===== src/rtl/cooling_law_temp_extrapolator_assert.svh =====
// ----------------------------------------------------------------------------
// Assertion macros for the cooling-law extrapolator
// Immediate-implication and next-cycle checks, clocked on clk, off in reset.
// ----------------------------------------------------------------------------
`ifndef COOLING_LAW_TEMP_EXTRAPOLATOR_ASSERT_SVH
`define COOLING_LAW_TEMP_EXTRAPOLATOR_ASSERT_SVH

// same-cycle implication
`define CLTE_ASSERT_NOW(name, ante, cons, msg) \
  name: assert property (@(posedge clk) disable iff (rst) (ante) |-> (cons)) else $error(msg);

// next-cycle implication
`define CLTE_ASSERT_NEXT(name, ante, cons, msg) \
  name: assert property (@(posedge clk) disable iff (rst) (ante) |=> (cons)) else $error(msg);

`endif


===== src/rtl/clte_pkg.sv =====
// ----------------------------------------------------------------------------
// clte_pkg
// Widths, depths, register codes and reset values of the extrapolator.
// ----------------------------------------------------------------------------
`default_nettype none

package clte_pkg;

  localparam int SAMPLE_DEPTH  = 32;
  localparam int AVERAGE_DEPTH = 16;

  localparam int TEMP_W     = 16;
  localparam int DECAY_W    = 24;
  localparam int SWIN_W     = 6;
  localparam int AWIN_W     = 5;
  localparam int CFG_DATA_W = 24;
  localparam int CFG_IDX_W  = 2;

  localparam int SAMPLE_AW = (SAMPLE_DEPTH > 1) ? $clog2(SAMPLE_DEPTH) : 1;
  localparam int SAMPLE_CW = $clog2(SAMPLE_DEPTH + 1);
  localparam int AVG_AW    = (AVERAGE_DEPTH > 1) ? $clog2(AVERAGE_DEPTH) : 1;
  localparam int AVG_CW    = $clog2(AVERAGE_DEPTH + 1);

  localparam int EX_W   = DECAY_W + 1;          // Q0.24 incl. 1.0
  localparam int PROD_W = TEMP_W + EX_W + 1;
  localparam int NUM_W  = TEMP_W + DECAY_W + 4;
  localparam int DIV_W  = NUM_W + 4;
  localparam int QW     = TEMP_W;
  localparam int QCW    = $clog2(QW);
  localparam int SUM_W  = TEMP_W + AVG_AW + 1;

  localparam logic [EX_W-1:0] ONE_Q24 = EX_W'(1) << DECAY_W;

  localparam logic [SWIN_W-1:0]  SWIN_RESET  = SWIN_W'(20);
  localparam logic [AWIN_W-1:0]  AWIN_RESET  = AWIN_W'(5);
  localparam logic [DECAY_W-1:0] DECAY_RESET = DECAY_W'(16755017);

  localparam logic CMD_SAMPLE  = 1'b0;
  localparam logic CMD_RESTART = 1'b1;

  typedef enum logic [CFG_IDX_W-1:0] {
    CFG_SAMPLE_WINDOW  = 2'd0,
    CFG_AVERAGE_WINDOW = 2'd1,
    CFG_DECAY          = 2'd2
  } cfg_index_t;

  localparam logic signed [TEMP_W-1:0] TEMP_MAX = 16'sh7FFF;
  localparam logic signed [TEMP_W-1:0] TEMP_MIN = -16'sh8000;

endpackage

`default_nettype wire


===== src/rtl/clte_if.sv =====
// ----------------------------------------------------------------------------
// clte channel interfaces
// Sample/command word in, result word out; valid/ready handshake.
// ----------------------------------------------------------------------------
`default_nettype none

interface clte_item_if import clte_pkg::*; ();
  logic                     valid;
  logic                     ready;
  logic                     command;
  logic signed [TEMP_W-1:0] sample_temp;

  modport source (output valid, command, sample_temp, input ready);
  modport sink   (input valid, command, sample_temp, output ready);
endinterface

interface clte_result_if import clte_pkg::*; ();
  logic                     valid;
  logic                     ready;
  logic signed [TEMP_W-1:0] averaged_temp;
  logic signed [TEMP_W-1:0] extrapolated_temp;
  logic                     saturated;

  modport source (output valid, averaged_temp, extrapolated_temp, saturated, input ready);
  modport sink   (input valid, averaged_temp, extrapolated_temp, saturated, output ready);
endinterface

`default_nettype wire


===== src/rtl/clte_ram.sv =====
// ----------------------------------------------------------------------------
// clte_ram
// Simple dual-port RAM, one write and one registered read port.
// ----------------------------------------------------------------------------
`default_nettype none

module clte_ram #(
  parameter int WIDTH = 16,
  parameter int DEPTH = 32
) (
  input  wire logic                                     clk,
  input  wire logic                                     we,
  input  wire logic [((DEPTH > 1) ? $clog2(DEPTH) : 1)-1:0] waddr,
  input  wire logic [WIDTH-1:0]                         wdata,
  input  wire logic                                     re,
  input  wire logic [((DEPTH > 1) ? $clog2(DEPTH) : 1)-1:0] raddr,
  output logic      [WIDTH-1:0]                         rdata
);

  logic [WIDTH-1:0] mem [DEPTH];

  always_ff @(posedge clk) begin
    if (we) begin
      mem[waddr] <= wdata;
    end
    if (re) begin
      rdata <= mem[raddr];
    end
  end

endmodule

`default_nettype wire


===== src/rtl/cooling_law_temp_extrapolator.sv =====
// ----------------------------------------------------------------------------
// cooling_law_temp_extrapolator
// Newton cooling-law end-temperature predictor with result averaging.
// ----------------------------------------------------------------------------
// One word at a time. A restart word, or a sample that leaves fewer than two
// samples held, gives no result. Any other sample runs the steps in order:
// the oldest held sample is read, the decay power is raised once per held
// sample less one, the numerator is formed and divided, the result is written
// to the averaging ring, the ring is summed and divided by its fill, and the
// word is offered. An extrapolation that overflows is clamped without running
// the first division. The decay power runs one step a cycle on a single 25x24
// multiplier, both roundings share one 16-step restoring divider, and the
// averaging ring is summed one entry a cycle from its RAM. Input ready is high
// only while the block is idle. Both rings sit in RAM and need no clearing.
// ----------------------------------------------------------------------------
`default_nettype none

`include "cooling_law_temp_extrapolator_assert.svh"

module cooling_law_temp_extrapolator import clte_pkg::*; (
  input  wire logic                  clk,
  input  wire logic                  rst,
  input  wire logic                  cfg_we,
  input  wire logic [CFG_IDX_W-1:0]  cfg_index,
  input  wire logic [CFG_DATA_W-1:0] cfg_data,
  clte_item_if.sink                  sample_in,
  clte_result_if.source              result_out
);

  typedef enum logic [3:0] {
    S_IDLE, S_READ, S_POW, S_MUL, S_NUM, S_DIV, S_RES, S_SUM, S_OUT
  } state_t;

  state_t state;

  // configuration
  logic [SWIN_W-1:0]  sample_window;
  logic [AWIN_W-1:0]  average_window;
  logic [DECAY_W-1:0] decay_per_sample;

  // ring bookkeeping
  logic [SAMPLE_AW-1:0] s_head;
  logic [SAMPLE_CW-1:0] s_count;
  logic [AVG_AW-1:0]    r_head;
  logic [AVG_CW-1:0]    r_count;

  // datapath
  logic signed [TEMP_W-1:0] newest;
  logic [SAMPLE_AW-1:0]     rd_addr;
  logic [SAMPLE_CW-1:0]     iter;
  logic [EX_W-1:0]          ex;
  logic signed [PROD_W-1:0] prod_oe;
  logic [EX_W-1:0]          den;
  logic [DIV_W-1:0]         rem;
  logic [DIV_W-1:0]         dsh;
  logic [QW-1:0]            quo;
  logic [QCW-1:0]           dcnt;
  logic                     div_neg;
  logic                     div_mean;
  logic signed [TEMP_W-1:0] end_val;
  logic                     sat;
  logic signed [SUM_W-1:0]  sum;
  logic [AVG_CW-1:0]        sum_rd;
  logic                     acc_v;

  // output register
  logic                     out_valid;
  logic signed [TEMP_W-1:0] out_avg;
  logic signed [TEMP_W-1:0] out_ext;
  logic                     out_sat;

  // RAM ports
  logic [TEMP_W-1:0] s_rdata;
  logic [TEMP_W-1:0] r_rdata;
  logic              s_we;
  logic              r_we;
  logic              r_re;

  // comb
  logic [SAMPLE_CW-1:0]   ws;
  logic [AVG_CW-1:0]      wa;
  logic [SAMPLE_CW-1:0]   s_head_p1;
  logic [SAMPLE_AW-1:0]   s_idx;
  logic [SAMPLE_CW:0]     s_cnt_p1;
  logic [SAMPLE_CW-1:0]   s_cnt_new;
  logic [SAMPLE_CW-1:0]   s_idx_p1;
  logic [SAMPLE_AW-1:0]   s_old;
  logic [AVG_CW-1:0]      r_head_p1;
  logic [AVG_AW-1:0]      r_idx;
  logic [AVG_CW:0]        r_cnt_p1;
  logic [AVG_CW-1:0]      r_cnt_new;
  logic [EX_W+DECAY_W-1:0] ex_prod;
  logic [EX_W+DECAY_W-1:0] ex_rnd;
  logic [EX_W-1:0]        ex_next;
  logic signed [NUM_W-1:0] num;
  logic                   num_neg;
  logic [NUM_W-1:0]       num_mag;
  logic [DIV_W-1:0]       ext_d;
  logic                   ext_ovf;
  logic                   sum_neg;
  logic [SUM_W-1:0]       sum_mag;
  logic [DIV_W-1:0]       mean_d;
  logic [DIV_W:0]         div_sub;
  logic                   q_bit;
  logic [QW-1:0]          q_fin;
  logic                   accept;

  assign accept = sample_in.valid && sample_in.ready;

  always_comb begin
    if (int'(sample_window) < 2) begin
      ws = SAMPLE_CW'(2);
    end else if (int'(sample_window) > SAMPLE_DEPTH) begin
      ws = SAMPLE_CW'(SAMPLE_DEPTH);
    end else begin
      ws = SAMPLE_CW'(sample_window);
    end
    if (int'(average_window) < 1) begin
      wa = AVG_CW'(1);
    end else if (int'(average_window) > AVERAGE_DEPTH) begin
      wa = AVG_CW'(AVERAGE_DEPTH);
    end else begin
      wa = AVG_CW'(average_window);
    end
  end

  // ring pushes: counts clamp and heads wrap against the current window
  always_comb begin
    s_head_p1 = SAMPLE_CW'(s_head) + SAMPLE_CW'(1);
    s_idx     = (s_count == '0 || s_head_p1 >= ws) ? '0 : s_head_p1[SAMPLE_AW-1:0];
    s_cnt_p1  = (SAMPLE_CW+1)'(s_count) + (SAMPLE_CW+1)'(1);
    s_cnt_new = (s_cnt_p1 < (SAMPLE_CW+1)'(ws)) ? s_cnt_p1[SAMPLE_CW-1:0] : ws;
    s_idx_p1  = SAMPLE_CW'(s_idx) + SAMPLE_CW'(1);
    s_old     = (s_cnt_new < ws || s_idx_p1 >= ws) ? '0 : s_idx_p1[SAMPLE_AW-1:0];

    r_head_p1 = AVG_CW'(r_head) + AVG_CW'(1);
    r_idx     = (r_count == '0 || r_head_p1 >= wa) ? '0 : r_head_p1[AVG_AW-1:0];
    r_cnt_p1  = (AVG_CW+1)'(r_count) + (AVG_CW+1)'(1);
    r_cnt_new = (r_cnt_p1 < (AVG_CW+1)'(wa)) ? r_cnt_p1[AVG_CW-1:0] : wa;
  end

  // one power step, rounded half up back to Q0.24
  always_comb begin
    ex_prod = (EX_W+DECAY_W)'(ex) * (EX_W+DECAY_W)'(decay_per_sample);
    ex_rnd  = ex_prod + (EX_W+DECAY_W)'(ONE_Q24 >> 1);
    ex_next = ex_rnd[DECAY_W +: EX_W];
  end

  // numerator, dividend set-up for both divisions
  always_comb begin
    num     = (NUM_W'(newest) <<< DECAY_W) - NUM_W'(prod_oe);
    num_neg = num[NUM_W-1];
    num_mag = num_neg ? NUM_W'(-num) : NUM_W'(num);
    ext_d   = DIV_W'(num_mag) + DIV_W'(den >> 1);
    ext_ovf = ext_d >= (DIV_W'(den) << QW);

    sum_neg = sum[SUM_W-1];
    sum_mag = sum_neg ? SUM_W'(-sum) : SUM_W'(sum);
    mean_d  = DIV_W'(sum_mag) + DIV_W'(r_count >> 1);

    div_sub = (DIV_W+1)'(rem) - (DIV_W+1)'(dsh);
    q_bit   = !div_sub[DIV_W];
    q_fin   = {quo[QW-2:0], q_bit};
  end

  assign s_we = (state == S_IDLE) && accept && (sample_in.command == CMD_SAMPLE);
  assign r_we = (state == S_RES);
  assign r_re = (state == S_SUM) && (sum_rd < r_count);

  clte_ram #(.WIDTH(TEMP_W), .DEPTH(SAMPLE_DEPTH)) u_sample_ram (
    .clk   (clk),
    .we    (s_we),
    .waddr (s_idx),
    .wdata (sample_in.sample_temp),
    .re    (state == S_READ),
    .raddr (rd_addr),
    .rdata (s_rdata)
  );

  clte_ram #(.WIDTH(TEMP_W), .DEPTH(AVERAGE_DEPTH)) u_result_ram (
    .clk   (clk),
    .we    (r_we),
    .waddr (r_idx),
    .wdata (end_val),
    .re    (r_re),
    .raddr (sum_rd[AVG_AW-1:0]),
    .rdata (r_rdata)
  );

  always_ff @(posedge clk) begin
    if (rst) begin
      state            <= S_IDLE;
      sample_window    <= SWIN_RESET;
      average_window   <= AWIN_RESET;
      decay_per_sample <= DECAY_RESET;
      s_head           <= '0;
      s_count          <= '0;
      r_head           <= '0;
      r_count          <= '0;
      out_valid        <= 1'b0;
      acc_v            <= 1'b0;
    end else begin
      if (cfg_we) begin
        case (cfg_index)
          CFG_SAMPLE_WINDOW:  sample_window    <= cfg_data[SWIN_W-1:0];
          CFG_AVERAGE_WINDOW: average_window   <= cfg_data[AWIN_W-1:0];
          CFG_DECAY:          decay_per_sample <= cfg_data[DECAY_W-1:0];
          default:            ;
        endcase
      end

      case (state)
        S_IDLE: begin
          if (accept) begin
            if (sample_in.command == CMD_RESTART) begin
              s_head  <= '0;
              s_count <= '0;
              r_head  <= '0;
              r_count <= '0;
            end else begin
              s_head  <= s_idx;
              s_count <= s_cnt_new;
              newest  <= sample_in.sample_temp;
              rd_addr <= s_old;
              iter    <= s_cnt_new - SAMPLE_CW'(1);
              ex      <= ONE_Q24;
              if (s_cnt_new >= SAMPLE_CW'(2)) begin
                state <= S_READ;
              end
            end
          end
        end

        S_READ: state <= S_POW;

        S_POW: begin
          if (iter != '0) begin
            ex   <= ex_next;
            iter <= iter - SAMPLE_CW'(1);
          end else begin
            state <= S_MUL;
          end
        end

        S_MUL: begin
          prod_oe <= $signed(s_rdata) * $signed({1'b0, ex});
          den     <= ONE_Q24 - ex;
          state   <= S_NUM;
        end

        S_NUM: begin
          div_neg  <= num_neg;
          div_mean <= 1'b0;
          if (den == '0) begin
            end_val <= '0;
            sat     <= 1'b1;
            state   <= S_RES;
          end else if (ext_ovf) begin
            end_val <= num_neg ? TEMP_MIN : TEMP_MAX;
            sat     <= 1'b1;
            state   <= S_RES;
          end else begin
            rem   <= ext_d;
            dsh   <= DIV_W'(den) << (QW - 1);
            quo   <= '0;
            dcnt  <= QCW'(QW - 1);
            state <= S_DIV;
          end
        end

        // shared restoring divider, one quotient bit a cycle
        S_DIV: begin
          if (q_bit) begin
            rem <= div_sub[DIV_W-1:0];
          end
          quo  <= q_fin;
          dsh  <= dsh >> 1;
          dcnt <= dcnt - QCW'(1);
          if (dcnt == '0) begin
            if (div_mean) begin
              out_avg   <= div_neg ? TEMP_W'(-q_fin) : TEMP_W'(q_fin);
              out_ext   <= end_val;
              out_sat   <= sat;
              out_valid <= 1'b1;
              state     <= S_OUT;
            end else begin
              if (!div_neg) begin
                sat     <= q_fin > QW'(TEMP_MAX);
                end_val <= (q_fin > QW'(TEMP_MAX)) ? TEMP_MAX : TEMP_W'(q_fin);
              end else begin
                sat     <= q_fin > QW'(32768);
                end_val <= (q_fin > QW'(32768)) ? TEMP_MIN : TEMP_W'(-q_fin);
              end
              state <= S_RES;
            end
          end
        end

        S_RES: begin
          r_head  <= r_idx;
          r_count <= r_cnt_new;
          sum     <= '0;
          sum_rd  <= '0;
          acc_v   <= 1'b0;
          state   <= S_SUM;
        end

        // read one entry a cycle, add it the cycle after
        S_SUM: begin
          acc_v <= r_re;
          if (r_re) begin
            sum_rd <= sum_rd + AVG_CW'(1);
          end
          if (acc_v) begin
            sum <= sum + SUM_W'($signed(r_rdata));
          end
          if (!r_re && !acc_v) begin
            div_neg  <= sum_neg;
            div_mean <= 1'b1;
            rem      <= mean_d;
            dsh      <= DIV_W'(r_count) << (QW - 1);
            quo      <= '0;
            dcnt     <= QCW'(QW - 1);
            state    <= S_DIV;
          end
        end

        S_OUT: begin
          if (result_out.ready) begin
            out_valid <= 1'b0;
            state     <= S_IDLE;
          end
        end

        default: state <= S_IDLE;
      endcase
    end
  end

  assign sample_in.ready              = (state == S_IDLE);
  assign result_out.valid             = out_valid;
  assign result_out.averaged_temp     = out_avg;
  assign result_out.extrapolated_temp = out_ext;
  assign result_out.saturated         = out_sat;

  `CLTE_ASSERT_NOW(a_out_only_in_out_state, out_valid, state == S_OUT, "result word outside output state")
  `CLTE_ASSERT_NEXT(a_restart_clears, accept && sample_in.command == CMD_RESTART, s_count == '0 && r_count == '0, "restart left rings filled")
  `CLTE_ASSERT_NOW(a_sat_value, out_valid && out_sat, out_ext == TEMP_MAX || out_ext == TEMP_MIN || out_ext == '0, "saturated word with unclamped value")
  `CLTE_ASSERT_NOW(a_counts_bounded, 1'b1, s_count <= SAMPLE_CW'(SAMPLE_DEPTH) && r_count <= AVG_CW'(AVERAGE_DEPTH), "ring count beyond depth")

endmodule

`default_nettype wire

===== src/flat_wrapper.sv =====
// flat-port wrapper written by rule: the top's interface ports become plain ports
module cooling_law_temp_extrapolator_flat import clte_pkg::*;
  (clk, rst, cfg_we, cfg_index, cfg_data, sample_in_valid, sample_in_command, sample_in_sample_temp, sample_in_ready, result_out_valid, result_out_averaged_temp, result_out_extrapolated_temp, result_out_saturated, result_out_ready);
  clte_item_if sample_in_i ();
  clte_result_if result_out_i ();
  input  wire logic clk;
  input  wire logic rst;
  input  wire logic cfg_we;
  input  wire logic [CFG_IDX_W-1:0] cfg_index;
  input  wire logic [CFG_DATA_W-1:0] cfg_data;
  input wire logic [$bits(sample_in_i.valid)-1:0] sample_in_valid;
  input wire logic [$bits(sample_in_i.command)-1:0] sample_in_command;
  input wire logic [$bits(sample_in_i.sample_temp)-1:0] sample_in_sample_temp;
  output wire logic [$bits(sample_in_i.ready)-1:0] sample_in_ready;
  output wire logic [$bits(result_out_i.valid)-1:0] result_out_valid;
  output wire logic [$bits(result_out_i.averaged_temp)-1:0] result_out_averaged_temp;
  output wire logic [$bits(result_out_i.extrapolated_temp)-1:0] result_out_extrapolated_temp;
  output wire logic [$bits(result_out_i.saturated)-1:0] result_out_saturated;
  input wire logic [$bits(result_out_i.ready)-1:0] result_out_ready;
  assign sample_in_i.valid = sample_in_valid;
  assign sample_in_i.command = sample_in_command;
  assign sample_in_i.sample_temp = sample_in_sample_temp;
  assign sample_in_ready = sample_in_i.ready;
  assign result_out_valid = result_out_i.valid;
  assign result_out_averaged_temp = result_out_i.averaged_temp;
  assign result_out_extrapolated_temp = result_out_i.extrapolated_temp;
  assign result_out_saturated = result_out_i.saturated;
  assign result_out_i.ready = result_out_ready;
  cooling_law_temp_extrapolator u_core (.clk(clk), .rst(rst), .cfg_we(cfg_we), .cfg_index(cfg_index), .cfg_data(cfg_data), .sample_in(sample_in_i), .result_out(result_out_i));
endmodule

===== config.mk =====
export PLATFORM = sky130hd
export DESIGN_NAME = cooling_law_temp_extrapolator_flat
export DESIGN_NICKNAME = d
export VERILOG_FILES = /design/src/rtl/clte_pkg.sv /design/src/rtl/clte_if.sv /design/src/rtl/clte_ram.sv /design/src/rtl/cooling_law_temp_extrapolator.sv /design/src/flat_wrapper.sv
export VERILOG_INCLUDE_DIRS = /design/src /design/src/rtl
export SDC_FILE = /design/constraint.sdc
export NUM_CORES = 2
export LEC_CHECK = 0
export BUFFER_PORTS_ARGS = -buffer_cell sky130_fd_sc_hd__clkbuf_2
export CORE_UTILIZATION = 40
export CTS_BUF_LIST = sky130_fd_sc_hd__clkbuf_16
export CTS_CLUSTER_DIAMETER = 50
export DETAILED_ROUTE_END_ITERATION = 6
export PLACE_DENSITY_LB_ADDON = 0.12
export REMOVE_ABC_BUFFERS = 1
export SYNTH_ARGS = -nofsm -noshare
export SYNTH_HDL_FRONTEND = slang
export SYNTH_SLANG_ARGS = --single-unit

===== constraint.sdc =====
create_clock -name clk -period 23.2 [get_ports clk]
set_input_delay 1.16 -clock clk [delete_from_list [all_inputs] [get_ports clk]]
set_output_delay 1.16 -clock clk [all_outputs]
set_load 0.02 [all_outputs]

==> results.toml <==
[clock_network]
clock_tree.buffer_depth = 3
cts_sinks = 1165
clk_latency_ns = 0.82
numCtsBuffers = 154
cts_tree = "yes"
cts_resized = 0
cts_setup_buffers = 0
hold_buffers = 0
path_clk_slew_ns = 0.05
cts_root_buf = "clkbuf_16"
h-tree-depth = 4

[routing]
drt-initial-drc-count = 3941
drt-total-wl_mm = 232
drcViolationCount = 0
vias_per_cell = 5.36
avgRoutedWirePerCell_microns = 22.2
via_count = 56100
antenna_left = 0
first_pass_iters = 6

[floorplanning]
fp-row-count = 170
die_width_microns = 469
die_h_microns = 469
io_pins = 83
die_area_sq_um = 219000
coreArea_sq_um = 215000
initial_core_util_pct = 40.4

[timing]
post-route-period-util_pct = 48.7
tightest_slew_ns = 1.24
setup_ws_ns = 11.90
fin_crit_ns = 11.30
slew_viol_final = 0
rsz0062_at_grt = "no"
skew_ns = 0.0533
hold_viol_final = 0
fmax_mhz = 88.5
tns_ns = 0
finalSetupViolCount = 0
relSlewSlack_pct = 17.0

[final_layout]
final_common_cell = "edfxtp_1"
area_growth_pct = 10.6
fillers = 19900
regArea_sq_um = 34400
layout_common_cells = "edfxtp_1, inv_1, nand2_1"
multiInputGateArea_sq_um = 47600
nets = 8887
layout-drive-gt1-share_pct = 11.1

[critical_path]
path_class = "register to register"
critPathLaunchType = "register"
cp-end-kind = "register"
arrival_ns = 11.75
crit_fanout = 40
path_common_cell = "a21oi_1"
max_stage_delay_ns = 0.83
crit_required_ns = 23.65
cp_slowest_cell = "nor3b_1"

[synthesis]
syn_avg_cell_area_sq_um = 11.6
synth_cell_types = 92
synth_seq_cells = 1165
synthArstFlopShare_pct = 0
ys_seq_area_share_pct = 39.5
syn-cell-area_sq_um = 87100
yosys_warnings = 0
synth_cells = 7473
synth_ff_type = "edfxtp_1"
synth_edf_count = 1104

[global_routing]
grt_max_degree = 113
antenna_found_initial = 12
grt_pass1_wl_mm = 358
overflow = 0
track_usage_pct = 21.5
grt_pass1_vias = 58300

[placement]
gp_congestion = 0.840
port_buffers = 82
hpwl_mm = 163
preCtsSetupSlack_ns = 12.08

[outcome]
status = "completed"

[hold_path]
min_path_type = "register to register"

[run]
maxCapViolCount = 0

[power_and_ir_drop]
power_density_nw_per_um2 = 157
ir_drop_v = 0.000410
leakagePower_nw = 39.2
[registers in the layout, summed over array words and instances, names as in the netlist, 15 cells and up]
| register | count |
|---|---|
| u_core.u_result_ram.rdata | 16 |
| u_core.end_val | 16 |
| u_core.dsh | 40 |
| u_core.den | 25 |
| u_core.quo | 15 |
| u_core.u_sample_ram.rdata | 16 |
| u_core.prod_oe | 42 |
| u_core.ex | 25 |
| u_core.rem | 48 |
| u_core.newest | 16 |
| u_core.sum | 21 |
| u_core.u_result_ram.mem | 256 |
| u_core.result_out.extrapolated_temp | 16 |
| u_core.result_out.averaged_temp | 16 |
| u_core.decay_per_sample | 24 |
| u_core.u_sample_ram.mem | 512 |
[metal layers]
layer | GRT usage, % | vias up | part of all wire [%]
li1 | - | 25500 | -
met1 | 30.9 | 29200 | 46
met2 | 35.2 | 1149 | 48
met3 | 2.52 | 229 | 4.3
met4 | 4.08 | 10 | 1.5
met5 | 0 | - | 0.030
[through the flow]
step,cells,power [mW],utilization [%],hold WS [ns],area (sq um)
after floorplan,7102,10.4,-,0.400,85600
after global placement,10200,12.8,42.2,0.451,91000
after detailed placement,10200,12.8,42.2,0.455,91000
after CTS,10500,15.4,44.7,0.462,96300
after global routing,10500,16.8,44.7,0.476,96300
final,10500,15.1,44.7,0.477,96300
[cells by family (layout without fill, tap and decap cells)]
kind of cell             count (synthesis)  in the layout  share of synthesized area (%)
AND/OR/NAND/NOR                       2152           2152                           11.9
buffers and inverters                 1415           1561                           6.12
adder cells (fa/ha/maj)               1345           1345                           26.5
flip-flops                            1165           1165                           39.5
AO/OA/AOI/OAI                          801            801                           6.11
XOR/XNOR                               308            308                           3.10
multiplexers                           287            287                           6.78
other                                    0              3                              0
[critical path: cells and delay by family, from the launching register on]
| kind | cells | cell delay [ns] |
|---|---|---|
| AND/OR/NAND/NOR | 12 | 2.91 |
| XOR/XNOR | 2 | 0.34 |
| buffers and inverters | 3 | 1.09 |
| AO/OA/AOI/OAI | 18 | 4.84 |
| flip-flops | 1 | 0.51 |
| adder cells (fa/ha/maj) | 3 | 1.19 |
[worst paths after layout]
path	from	endpoint	slack, ns	depth (start not counted)
hold / removal	u_core.sat$_SDFFCE_PN1P_	u_core.result_out.saturated$_DFFE_PP_	0.48	0
hold reg to reg	u_core.sat$_SDFFCE_PN1P_	u_core.result_out.saturated$_DFFE_PP_	0.48	0
setup reg to reg	u_core.prod_oe[0]$_DFFE_PP_	u_core.dsh[12]$_DFFE_PP_	11.90	38
setup / recovery	u_core.prod_oe[0]$_DFFE_PP_	u_core.dsh[12]$_DFFE_PP_	11.90	38
[synth_stat cells (9+ instances only)]
library cell / instances / area, sq um
o31ai_1: 58 / 435
nand3_1: 92 / 460
o21ai_0: 158 / 791
and3_1: 40 / 250
or2_2: 23 / 144
nor3b_1: 11 / 82.6
o21bai_1: 21 / 158
or3_1: 41 / 257
o211ai_1: 17 / 128
nand2b_1: 68 / 425
nor4_1: 35 / 219
ha_1: 518 / 6480
a211oi_1: 25 / 188
nand4_1: 34 / 213
a21o_1: 104 / 781
a21oi_1: 195 / 976
edfxtp_1: 1104 / 33200
nor2b_1: 32 / 200
o41ai_1: 15 / 131
a21boi_0: 16 / 120
xnor2_1: 179 / 1570
mux2_2: 19 / 214
mux4_2: 240 / 5410
dfxtp_1: 61 / 1220
and4_1: 11 / 96.3
o21a_1: 30 / 225
a2111oi_0: 9 / 78.8
a22oi_1: 18 / 135
clkbuf_1: 331 / 1240
nand2_1: 899 / 3370
and2_1: 384 / 2400
nor2_1: 313 / 1170
buf_1: 32 / 120
fa_1: 827 / 16600
xor2_1: 129 / 1130
nand3b_1: 11 / 82.6
a31oi_1: 22 / 138
or4_1: 21 / 158
inv_1: 1044 / 3920
nor3_1: 106 / 531
mux2i_1: 28 / 280
[power by group]
group | internal [mW] | total, mW | switching, mW | leakage, nW
combinational | 4.32 | 10.2 | 5.84 | 26.0
clock | 1.43 | 2.42 | 0.988 | 2.68
sequential | 2.49 | 2.51 | 0.0218 | 10.5
[layout make-up]
type | instances | share of cell area [%]
Multi-Input combinational cell | 4893 | 49.4
Sequential cell | 1165 | 35.7
Clock buffer | 161 | 4.18
Inverter | 1044 | 4.07
Tap cell | 2838 | 3.69
Timing Repair Buffer | 236 | 1.64
Clock inverter | 120 | 1.32
Antenna cell | 3 | 0.00780
Power figures use the tool's default switching activity.
